**src/knnl_pkg.sv**
```systemverilog
// Shared constants, payload types and control structs for the k-nearest-neighbor list block.
`timescale 1ns / 1ps

package knnl_pkg;

    localparam int MAX_NODES     = 1024;
    localparam int MAX_NEIGHBORS = 16;
    localparam int DIST_W        = 32;
    localparam int NODE_W        = $clog2(MAX_NODES);
    localparam int CNT_W         = $clog2(MAX_NODES + 1);
    localparam int K_W           = $clog2(MAX_NEIGHBORS + 1);
    localparam int RANK_W        = $clog2(MAX_NEIGHBORS);
    localparam int CFG_W         = CNT_W;

    localparam logic [CNT_W-1:0] NODE_COUNT_RESET     = CNT_W'(MAX_NODES);
    localparam logic [K_W-1:0]   NEIGHBOR_COUNT_RESET = K_W'(MAX_NEIGHBORS);

    typedef enum logic [0:0] {
        CFG_NODE_COUNT     = 1'b0,
        CFG_NEIGHBOR_COUNT = 1'b1
    } cfg_index_t;

    typedef struct packed {
        logic signed [DIST_W-1:0] distance;
        logic                     matrix_start;
    } item_t;

    typedef struct packed {
        logic [NODE_W-1:0] source_node;
        logic [RANK_W-1:0] rank;
        logic [NODE_W-1:0] neighbor_node;
        logic              last_of_row;
    } neighbor_t;

    typedef struct packed {
        logic accept;
        logic emit_load;
    } ctrl_cmd_t;

    typedef struct packed {
        logic row_end;
        logic emit_nonzero;
        logic emit_last;
        logic out_free;
    } ctrl_status_t;

endpackage

```
**src/knnl_controller.sv**
```systemverilog
// Controller state machine: accepts distance requests and sequences list emission.
`timescale 1ns / 1ps

module knnl_controller (
    input  logic                  clk,
    input  logic                  rst_n,
    input  logic                  item_valid,
    output logic                  item_stall,
    input  knnl_pkg::ctrl_status_t status,
    output knnl_pkg::ctrl_cmd_t    cmd
);

    typedef enum logic [1:0] {
        S_RUN  = 2'b01,
        S_EMIT = 2'b10
    } state_t;

    state_t state_reg;
    state_t state_next;

    always_comb
    begin
        state_next    = state_reg;
        cmd.accept    = 1'b0;
        cmd.emit_load = 1'b0;
        item_stall    = 1'b1;
        unique case (state_reg)
            S_RUN:
            begin
                item_stall = 1'b0;
                cmd.accept = item_valid;
                if (item_valid && status.row_end && status.emit_nonzero)
                begin
                    state_next = S_EMIT;
                end
            end
            S_EMIT:
            begin
                cmd.emit_load = status.out_free;
                if (status.out_free && status.emit_last)
                begin
                    state_next = S_RUN;
                end
            end
            default:
            begin
                state_next = S_RUN;
            end
        endcase
    end

    always_ff @(posedge clk or negedge rst_n)
    begin
        if (!rst_n)
        begin
            state_reg <= S_RUN;
        end
        else
        begin
            state_reg <= state_next;
        end
    end

endmodule

```
**src/knnl_datapath.sv**
```systemverilog
// Datapath: configuration, row/column counters, sorted insertion list and result register.
`timescale 1ns / 1ps

module knnl_datapath (
    input  logic                          clk,
    input  logic                          rst_n,
    input  logic                          cfg_write,
    input  knnl_pkg::cfg_index_t          cfg_index,
    input  logic [knnl_pkg::CFG_W-1:0]    cfg_data,
    input  knnl_pkg::item_t               item,
    output logic                          neighbor_valid,
    input  logic                          neighbor_stall,
    output knnl_pkg::neighbor_t           neighbor,
    input  knnl_pkg::ctrl_cmd_t           cmd,
    output knnl_pkg::ctrl_status_t        status
);

    localparam int NW = knnl_pkg::NODE_W;
    localparam int CW = knnl_pkg::CNT_W;
    localparam int KW = knnl_pkg::K_W;
    localparam int RW = knnl_pkg::RANK_W;
    localparam int DW = knnl_pkg::DIST_W;
    localparam int MK = knnl_pkg::MAX_NEIGHBORS;

    logic [CW-1:0] node_count_reg;
    logic [KW-1:0] neighbor_count_reg;
    logic [NW-1:0] row_reg;
    logic [NW-1:0] col_reg;
    logic [KW-1:0] fill_reg;
    logic [NW-1:0] emit_row_reg;
    logic [KW-1:0] emit_len_reg;
    logic [RW-1:0] emit_idx_reg;
    logic          out_valid_reg;
    knnl_pkg::neighbor_t out_reg;

    logic signed [DW-1:0] best_dist_reg [MK];
    logic [NW-1:0]        best_id_reg   [MK];

    logic [CW-1:0] eff_n;
    logic [CW-1:0] n_minus_1;
    logic [KW-1:0] k_eff;
    logic [NW-1:0] row_cur;
    logic [NW-1:0] col_cur;
    logic [KW-1:0] fill_cur;
    logic [KW-1:0] len;
    logic [KW-1:0] fill_next;
    logic          ins;
    logic          take;
    logic          row_end;
    logic [CW-1:0] row_inc;
    logic [MK-1:0] ge;
    logic signed [DW-1:0] d;
    logic          emit_last;

    always_comb
    begin
        eff_n = node_count_reg;
        if (node_count_reg < CW'(2))
        begin
            eff_n = CW'(2);
        end
        else if (node_count_reg > CW'(knnl_pkg::MAX_NODES))
        begin
            eff_n = CW'(knnl_pkg::MAX_NODES);
        end
        n_minus_1 = eff_n - CW'(1);

        k_eff = neighbor_count_reg;
        if ({{(CW-KW){1'b0}}, k_eff} > n_minus_1)
        begin
            k_eff = KW'(n_minus_1);
        end
        if (k_eff > KW'(MK))
        begin
            k_eff = KW'(MK);
        end

        row_cur  = item.matrix_start ? '0 : row_reg;
        col_cur  = item.matrix_start ? '0 : col_reg;
        fill_cur = item.matrix_start ? '0 : fill_reg;
        len      = (fill_cur < k_eff) ? fill_cur : k_eff;
        d        = $signed(item.distance);

        ins  = (col_cur != row_cur);
        take = cmd.accept && ins;

        fill_next = (ins && (len < k_eff)) ? len + KW'(1) : len;
        row_end   = ({1'b0, col_cur} >= n_minus_1);
        row_inc   = {1'b0, row_cur} + CW'(1);

        for (int i = 0; i < MK; i++)
        begin
            ge[i] = (KW'(i) < len) && !(d < best_dist_reg[i]);
        end

        emit_last = ({1'b0, emit_idx_reg} + KW'(1)) == emit_len_reg;
    end

    assign status.row_end      = row_end;
    assign status.emit_nonzero = (fill_next != '0);
    assign status.emit_last    = emit_last;
    assign status.out_free     = !out_valid_reg || !neighbor_stall;

    always_ff @(posedge clk or negedge rst_n)
    begin
        if (!rst_n)
        begin
            node_count_reg     <= knnl_pkg::NODE_COUNT_RESET;
            neighbor_count_reg <= knnl_pkg::NEIGHBOR_COUNT_RESET;
        end
        else if (cfg_write)
        begin
            unique case (cfg_index)
                knnl_pkg::CFG_NODE_COUNT:     node_count_reg     <= cfg_data;
                knnl_pkg::CFG_NEIGHBOR_COUNT: neighbor_count_reg <= cfg_data[KW-1:0];
                default:                      node_count_reg     <= node_count_reg;
            endcase
        end
    end

    always_ff @(posedge clk or negedge rst_n)
    begin
        if (!rst_n)
        begin
            row_reg       <= '0;
            col_reg       <= '0;
            fill_reg      <= '0;
            emit_idx_reg  <= '0;
            emit_len_reg  <= '0;
            out_valid_reg <= 1'b0;
        end
        else
        begin
            if (cmd.accept)
            begin
                if (row_end)
                begin
                    fill_reg     <= '0;
                    col_reg      <= '0;
                    row_reg      <= (row_inc >= eff_n) ? '0 : row_inc[NW-1:0];
                    emit_len_reg <= fill_next;
                    emit_idx_reg <= '0;
                end
                else
                begin
                    fill_reg <= fill_next;
                    col_reg  <= col_cur + NW'(1);
                    row_reg  <= row_cur;
                end
            end
            if (cmd.emit_load)
            begin
                emit_idx_reg  <= emit_idx_reg + RW'(1);
                out_valid_reg <= 1'b1;
            end
            else if (!neighbor_stall)
            begin
                out_valid_reg <= 1'b0;
            end
        end
    end

    always_ff @(posedge clk)
    begin
        if (cmd.accept && !row_end)
        begin
            emit_row_reg <= emit_row_reg;
        end
        else if (cmd.accept)
        begin
            emit_row_reg <= row_cur;
        end
        for (int i = 0; i < MK; i++)
        begin
            if (take && (KW'(i) < k_eff) && !ge[i])
            begin
                if (i == 0)
                begin
                    best_dist_reg[i] <= d;
                    best_id_reg[i]   <= col_cur;
                end
                else if (ge[(i == 0) ? 0 : i - 1])
                begin
                    best_dist_reg[i] <= d;
                    best_id_reg[i]   <= col_cur;
                end
                else
                begin
                    best_dist_reg[i] <= best_dist_reg[(i == 0) ? 0 : i - 1];
                    best_id_reg[i]   <= best_id_reg[(i == 0) ? 0 : i - 1];
                end
            end
        end
        if (cmd.emit_load)
        begin
            out_reg.source_node   <= emit_row_reg;
            out_reg.rank          <= emit_idx_reg;
            out_reg.neighbor_node <= best_id_reg[emit_idx_reg];
            out_reg.last_of_row   <= emit_last;
        end
    end

    assign neighbor_valid = out_valid_reg;
    assign neighbor       = out_reg;

endmodule

```
**src/k_nearest_neighbor_lists.sv**
```systemverilog
// Top level of the k-nearest-neighbor list block: controller, datapath and checks.
`timescale 1ns / 1ps

// Streams a square distance matrix in row-major order, one signed element per request,
// and emits for every row the column ids of its K nearest off-diagonal nodes in
// ascending distance (ties go to the lower column), K = min(neighbor_count,
// node_count - 1, 16), with last_of_row on the final one. Each element passes
// through a 16-cell parallel compare-and-shift insertion list. At a row end
// with K > 0 the input stalls while the list drains through the output register
// one neighbor per cycle, held while the result side stalls. matrix_start on an
// element restarts at row 0 column 0.

module k_nearest_neighbor_lists (
    input  logic                          clk,
    input  logic                          rst_n,
    input  logic                          cfg_write,
    input  knnl_pkg::cfg_index_t          cfg_index,
    input  logic [knnl_pkg::CFG_W-1:0]    cfg_data,
    input  logic                          item_valid,
    output logic                          item_stall,
    input  knnl_pkg::item_t               item,
    output logic                          neighbor_valid,
    input  logic                          neighbor_stall,
    output knnl_pkg::neighbor_t           neighbor
);

    knnl_pkg::ctrl_cmd_t    cmd;
    knnl_pkg::ctrl_status_t status;

    knnl_controller u_controller (
        .clk        (clk),
        .rst_n      (rst_n),
        .item_valid (item_valid),
        .item_stall (item_stall),
        .status     (status),
        .cmd        (cmd)
    );

    knnl_datapath u_datapath (
        .clk            (clk),
        .rst_n          (rst_n),
        .cfg_write      (cfg_write),
        .cfg_index      (cfg_index),
        .cfg_data       (cfg_data),
        .item           (item),
        .neighbor_valid (neighbor_valid),
        .neighbor_stall (neighbor_stall),
        .neighbor       (neighbor),
        .cmd            (cmd),
        .status         (status)
    );

    a_rank_advances: assert property (@(posedge clk) disable iff (!rst_n)
        (neighbor_valid && !neighbor_stall && !neighbor.last_of_row) |=>
        (neighbor_valid &&
         neighbor.rank == knnl_pkg::RANK_W'($past(neighbor.rank) + knnl_pkg::RANK_W'(1))))
        else $error("rank did not advance within a row");

    a_source_holds: assert property (@(posedge clk) disable iff (!rst_n)
        (neighbor_valid && !neighbor_stall && !neighbor.last_of_row) |=>
        (neighbor.source_node == $past(neighbor.source_node)))
        else $error("source node changed within a row");

    a_stall_mid_row: assert property (@(posedge clk) disable iff (!rst_n)
        (neighbor_valid && !neighbor.last_of_row) |-> item_stall)
        else $error("request accepted while a row list is draining");

endmodule
```
**config.mk**
```make
export PLATFORM = sky130hd
export DESIGN_NAME = k_nearest_neighbor_lists
export DESIGN_NICKNAME = d
export VERILOG_FILES = /design/src/knnl_pkg.sv /design/src/knnl_controller.sv /design/src/knnl_datapath.sv /design/src/k_nearest_neighbor_lists.sv
export SDC_FILE = /design/constraint.sdc
export NUM_CORES = 2
export LEC_CHECK = 0
export BUFFER_PORTS_ARGS = -buffer_cell sky130_fd_sc_hd__buf_4
export CAP_MARGIN = 10
export CORE_MARGIN = 10
export CORE_UTILIZATION = 55
export CTS_CLUSTER_SIZE = 24
export DETAILED_ROUTE_END_ITERATION = 8
export GPL_ROUTABILITY_DRIVEN = 0
export PLACE_DENSITY_LB_ADDON = 0.05
export SYNTH_ARGS = -nofsm -noshare
export SYNTH_HDL_FRONTEND = slang
export SYNTH_SLANG_ARGS = --single-unit
export TNS_END_PERCENT = 10
```
**constraint.sdc**
```tcl
create_clock -name clk -period 20.9 [get_ports clk]
set_input_delay 1.045 -clock clk [delete_from_list [all_inputs] [get_ports clk]]
set_output_delay 1.045 -clock clk [all_outputs]
set_load 0.005 [all_outputs]
```
**Word-level counts from Yosys, hierarchy flattened**

Memory sizes are Yosys's and may differ from the RTL's. A register that Yosys moved wholly into a read port is not among the register bits.
Index checks and enable logic that the tools add are counted.

- Add/sub/neg operators: 6
- Multiply operators: 0
- Div/mod/pow operators: 0
- Order comparisons: 56
- Eq/ne operators: 7
- Shifts and indexed selects: 0
- Mux-type cells: 146
- Bitwise gates (word level): 32
- Reductions and logical operators: 99

Operators with widths:

| kind | number |
|---|---|
| $lt 32x32->1 | 16 |
| $mux 32 | 15 |
| $mux 10 | 20 |
| $mux 1 | 97 |
| $lt 4x5->1 const A | 16 |
| $logic_and 1x1->1 | 54 |
| $lt 3x5->1 const A | 8 |
| $logic_not 1->1 | 35 |
| $mux 5 | 6 |
| $or 1x1->1 | 30 |
| $mux 11 | 2 |
| $lt 1x5->1 const A | 4 |
| $lt 2x5->1 const A | 4 |
| $mux 4 | 3 |
| $reduce_and 2->1 | 6 |
| $add 10x1->11 const B | 1 |
| $ge 10x11->1 | 1 |
| $ge 11x11->1 | 1 |
| $gt 11x11->1 const B | 1 |
| $gt 5x11->1 | 1 |
| $lt 11x2->1 const B | 1 |
| $sub 11x1->11 const B | 1 |
| $add 10x1->10 const B | 1 |
| $lt 5x5->1 | 2 |
| other kinds (15) | 20 |

- Register bits after elaboration: 78
- Latch bits: 0
- RAM bits: 672
- Bits in read-only memories: 0
- Input bits: 50
- Output and inout bits: 27
- Memories: 2

Memory list:

| memory | words | width | read ports | clocked after Yosys merged registers in | wr ports | RTL line | source |
|---|---|---|---|---|---|---|---|
| u_datapath.best_dist_reg | 16 | 32 | 16 | 0 | 16 | knnl_datapath.sv:36 | `logic signed [DW-1:0] best_dist_reg [MK];` |
| u_datapath.best_id_reg | 16 | 10 | 16 | 1 | 16 | knnl_datapath.sv:37 | `logic [NW-1:0] best_id_reg [MK];` |

**Logic depth before layout (Yosys ltp)**

- Word-level depth: 17
- Mapped depth: 36
- Gate-level depth less buffers: 31

**Modules after synthesis**

A second synthesis with hierarchy kept.

- Cell total of the unflattened synthesis: 3907
- Area, all modules: 48007.3 µm²

Modules (own cells, without submodules):

| module | times used | cells each | area each (µm²) |
|---|---|---|---|
| knnl_datapath | 1 | 3896 | 47902.2 |
| knnl_controller | 1 | 11 | 105.1 |

**Worst setup path before layout**

Ideal clock, no wire load.

- Kind: reg-to-reg
- Start: reg u_datapath.node_count_reg[8]
- End: mem u_datapath.best_dist_reg[1][32] in the netlist's numbering (data pin)
- Library setup time: 260 ps
- Arrival: 10842 ps
- Setup slack: 9798 ps
- Cell stages (with the launch flop): 29
- Clock period less this slack: 11102 ps
- Cell sequence: dfrtp_1 > clkbuf_1 > or4_4 > o311ai_2 > ha_1 > or3b_2 > a221o_1 > clkbuf_1 > inv_1 > ha_1 > nand2_1 > a21o_1 > a211oi_1 > and4_1 > buf_2 > mux2i_1 > ha_1 > o21ai_0 > o211ai_1 > o31ai_4 > mux2i_1 > mux2i_1 > o21bai_1 > o221a_2 > nor4_1 > nand2b_1 > buf_2 > buf_6 > mux2_4

RTL lines:

| item | RTL line | source |
|---|---|---|
| from (decl) | knnl_datapath.sv:25 | `logic [CW-1:0] node_count_reg;` |
| from (signal assigned) | knnl_datapath.sv:108 | `node_count_reg <= knnl_pkg::NODE_COUNT_RESET;` |
| from (signal assigned) | knnl_datapath.sv:114 | `knnl_pkg::CFG_NODE_COUNT: node_count_reg <= cfg_data;` |
| from (signal assigned) | knnl_datapath.sv:116 | `default: node_count_reg <= node_count_reg;` |
| to (decl) | knnl_datapath.sv:36 |  |

**Final worst setup path**

- Start: reg u_datapath.node_count_reg[3]
- End: reg u_controller.state_reg[1]

- Word-level cells in the longest chain between the ends: 17
- Elaborated cells between the ends (all ways): 21
- Classes of those cells: add/sub (2); order compare (7); eq/ne (1); mux (6); reduce/logical (5)

RTL lines:

| item | RTL line | source |
|---|---|---|
| $gt 11x11->1 | knnl_datapath.sv:62 | `else if (node_count_reg > CW'(knnl_pkg::MAX_NODES))` |
| $mux 11 | knnl_datapath.sv:62 |  |
| $mux 11 (*) | knnl_datapath.sv:58 | `if (node_count_reg < CW'(2))` |
| $sub 11x1->11 (*) | knnl_datapath.sv:66 | `n_minus_1 = eff_n - CW'(1);` |
| $gt 5x11->1 | knnl_datapath.sv:69 | `if ({{(CW-KW){1'b0}}, k_eff} > n_minus_1)` |
| $mux 5 | knnl_datapath.sv:69 |  |
| $gt 5x5->1 | knnl_datapath.sv:73 | `if (k_eff > KW'(MK))` |
| $mux 5 | knnl_datapath.sv:73 |  |
| $lt 5x5->1 | knnl_datapath.sv:81 | `len = (fill_cur < k_eff) ? fill_cur : k_eff;` |
| $mux 5 | knnl_datapath.sv:81 |  |
| $lt 5x5->1 | knnl_datapath.sv:87 | `fill_next = (ins && (len < k_eff)) ? len + KW'(1) : len;` |
| $logic_and 1x1->1 | knnl_datapath.sv:87 |  |
| $mux 5 | knnl_datapath.sv:87 |  |
| $reduce_bool 5->1 | knnl_datapath.sv:100 | `assign status.emit_nonzero = (fill_next != '0);` |
| $logic_and 1x1->1 (*) | knnl_controller.sv:32 | `if (item_valid && status.row_end && status.emit_nonzero)` |
| $ne 2x1->1 (no source line) (*) | -- |  |
| $reduce_and 2->1 (no source line) (*) | -- |  |
| to (signal assigned) | knnl_controller.sv:60 | `state_reg <= state_next;` |
| to (decl) | knnl_controller.sv:18 | `state_t state_reg;` |

Every way passes the cells marked *; elsewhere a longest branch is shown, timed or not.
A chain may end at the register's enable or synchronous reset.

==> metrics.md <==
| Metric | Value |
|---|---|
| Synth Net Count | 4,558 |
| Hold Path Class | reg -> reg |
| Die area | 0.0998 sq mm |
| DR pass1 iterations | 5 |
| Final Setup Violations | 0 |
| Critical path peak fanout | 15 |
| Least-Margin Pin Slew | 1230 ps |
| GR Layer Usage met3 | 2.83% |
| Port bufs | 76 |
| Met1 usage | 29.6% |
| GRT Max-Usage Layer | met2 |
| Register area | 0.0226 sq mm |
| CP endpoint kind | register |
| Int Pwr | 0.00338 W |
| Post-Synth XOR/XNOR Area | 0.564% |
| Leak | 22.6 nW |
| Pins over their slew limit | 0 |
| Largest family of logic cells by synthesized area | multiplexers |
| Multi-input gate area | 0.0230 sq mm |
| Comb power frac | 28.6% |
| H-tree depth | 3 |
| Core Region | 0.0868 sq mm |
| Post-DP HPWL | 81,500 um |
| Setup Crit Path Kind | reg -> reg |
| Vias in the first global route | 31.6k |
| Flops & latches, synth | 760 |
| Largest stage delay on the critical path | 920 ps |
| CP required | 21,430 ps |
| PwrDens | 94.1 mW/mm^2 |
| Async SR Flop Fraction | 6.97% |
| Mapped Area | 0.0482 sq mm |
| Initial DRC Count | 1,953 |
| Mux cell area share after synthesis | 17.7% |
| Primary FF master, synth | edfxtp_1 |
| Vias/cell | 5.87 |
| Compound-Gate Fraction of Synth Area | 8.75% |
| Max transition margin | 17.1% |
| Largest net degree at the start of global routing | 54 |
| Wire per inst | 22.2 um |
| Crit start category | register |
| Clk_lat worst skew | 670 ps |
| GRT Util Overall | 23.4% |
| Hold path start | u_datapath.emit_row_reg[2]$_DFFE_PP_ |
| Initial Utilization | 55.5% |
| Worst-path clk slew | 60 ps |
| Distinct cells, synth | 83 |
| Die Ht | 316 um |
| TritonCTS Sinks | 760 |
| DRC viols | 0 |
| Root Buffer Master | clkbuf_16 |
| Rows | 108 |
| Sw frac | 31.8% |
| Routing usage on met2 | 42.1% |
| Die Width | 316 um |
| RSZ-0062 raised after global routing | no |
| Post-CTS Setup Bufs | 0 |
| Data arrival time of the worst path | 10,700 ps |
| Worst R2R Start | u_datapath.node_count_reg[3]$_DFFE_PN0P_ |
| Sequential fraction of the synthesis area | 46.9% |
| Fin crit period | 10,170 ps |
| Power Total | 0.00496 W |
| Final setup skew | 39.3 ps |
| DRT Wirelength | 117,000 um |
| Mapped Avg Cell Area | 12.1 sq um |
| Hold_buf cts | 0 |
| # IOs | 77 |
| CTS Buffer Depth | 3 |
| Post-synth EDFFs | 707 |
| Via Count | 30.8k |
| Num CTS Buffers | 87 |
| CTS tree | done |
| Clk pwr share | 30.0% |
| Post-cts resize count | 0 |
| Post-synthesis simple-gate area fraction | 6.33% |
| Max Cap Violations | 0 |
| Post-synthesis adder-cell area fraction | 13.9% |
| Worst VDD drop | 79.3 uV |
| Global-route wire length before repair | 183,000 um |
| Area grow syn2layout | 9.54% |
| Worst Setup SP | u_datapath.node_count_reg[3]$_DFFE_PN0P_ |
| Final hold violation count | 0 |
| Setup_tns | 0 ps |
| Period Utilization, post-route | 48.7% |
| Overflow after GRT | 0 |
| Nets | 4,610 |
| Share of layout cells above drive strength 1 | 23.5% |
| Synth Warn # | 0 |
| Antenna Cells | 0 |
| Synth Instances | 3,973 |
| Max reg flops | 512 |
| Slowest cell on crit path | a21oi_1 |
| Initial antenna violation count | 0 |
| Psw | 0.00158 W |
| Status | complete, no violations |
| Fmax | 98.3 MHz |
| Remaining antenna violation count | 0 |
| Register share of total power | 41.4% |
| Fill count | 7,032 |
-- cells in the final DEF (no fill, tap or decap), types with 13 or more instances in the layout --
cell type  instances
a2111oi_0         14
a211oi_1          23
a21o_1           132
a21oi_1          152
a31oi_1           21
and3_1            18
buf_4            131
clkbuf_1          27
clkbuf_16         87
clkinv_1          17
clkinv_2          13
dfrtp_1           49
edfxtp_1         707
ha_1             535
inv_1            536
mux2_1            15
mux2_2           603
mux2_4            40
mux2i_1           53
mux4_2            20
nand2_1          129
nand2b_1          45
nand3_1           50
nand4_1           61
nor2_1            79
nor2b_1           50
nor3_1            37
nor4_1            13
o211ai_1          19
o21ai_0          153
or3_1             13
xor2_1            20
-- cells in the mapped netlist, types with 52 or more instances --
master,instances,area [sq um]
edfxtp_1,707,21200
mux2_2,603,6790
inv_1,536,2010
ha_1,535,6690
a21oi_1,153,766
o21ai_0,153,766
a21o_1,132,991
nand2_1,129,484
clkbuf_1,93,349
nor2_1,85,319
nand4_1,61,382
nor2b_1,55,344
mux2i_1,53,531
buf_2,52,260
-- power by group through the flow --
stage | combinational, W | sequential (W) | clock (W)
after floorplan | 0.00104 | 0.00205 | 0
after global placement | 0.00140 | 0.00208 | 0
after detailed placement | 0.00142 | 0.00208 | 0
after CTS | 0.00143 | 0.00205 | 0.00151
after global routing | 0.00157 | 0.00208 | 0.00157
final | 0.00142 | 0.00206 | 0.00149
-- per-layer routing --
metal  part of all wire [%]  up-vias
met5                      0        -
met4                    2.1        0
met3                    4.1      137
met2                     51      573
met1                     43    15300
li1                       -    14800
-- final timing paths --
path	end	slack, ps	cells after the start
max in group asynchronous	u_datapath.emit_idx_reg[0]$_DFFE_PN0P_	19950	1
worst min register to register	u_datapath.neighbor[17]$_DFFE_PP_	420	0
worst max-delay path	u_controller.state_reg[1]$_DFFE_PN0P_	10730	29
worst min-delay path	u_datapath.neighbor[17]$_DFFE_PP_	420	0
worst max register to register	u_controller.state_reg[1]$_DFFE_PN0P_	10730	29
min in group asynchronous	u_datapath.row_reg[2]$_DFFE_PN0P_	430	1
-- worst max-delay path: cells and delay by family (launching register included) --
family	cells	cell delay, ps
adder cells (fa/ha/maj)	4	1340
AND/OR/NAND/NOR	8	2480
multiplexers	2	790
AO/OA/AOI/OAI	12	4230
XOR/XNOR	1	280
flip-flops	1	520
buffers and inverters	2	390
-- layout make-up --
cell class,instances,area share (%)
tap,1155,2.74
timing repair buffer,131,1.86
multi-input combinational,2508,43.5
clock inverter,41,0.747
clock buffer,121,4.50
inverter,537,3.82
sequential,760,42.8
-- cell families after synthesis --
| logic type | Yosys count |
|---|---|
| xor gates and xnor gates | 31 |
| AOI/OAI and AO/OA | 642 |
| DFF | 760 |
| buffers and inverters | 705 |
| adders and majority gates | 535 |
| and+or+nand+nor | 569 |
| muxes | 731 |
-- stage by stage --
step,setup WS [ps],utilization (%),std cells,hold slack (ps),area (sq um)
after CTS,10790,60.8,5253,422,52700
after floorplan,9800,-,3973,400,48200
after global placement,11040,57.6,5091,403,50000
after detailed placement,10840,57.6,5091,412,50000
final,10730,60.8,5253,423,52700
after global routing,9910,60.8,5253,427,52700
No activity file was read; power rests on OpenSTA's default activity.
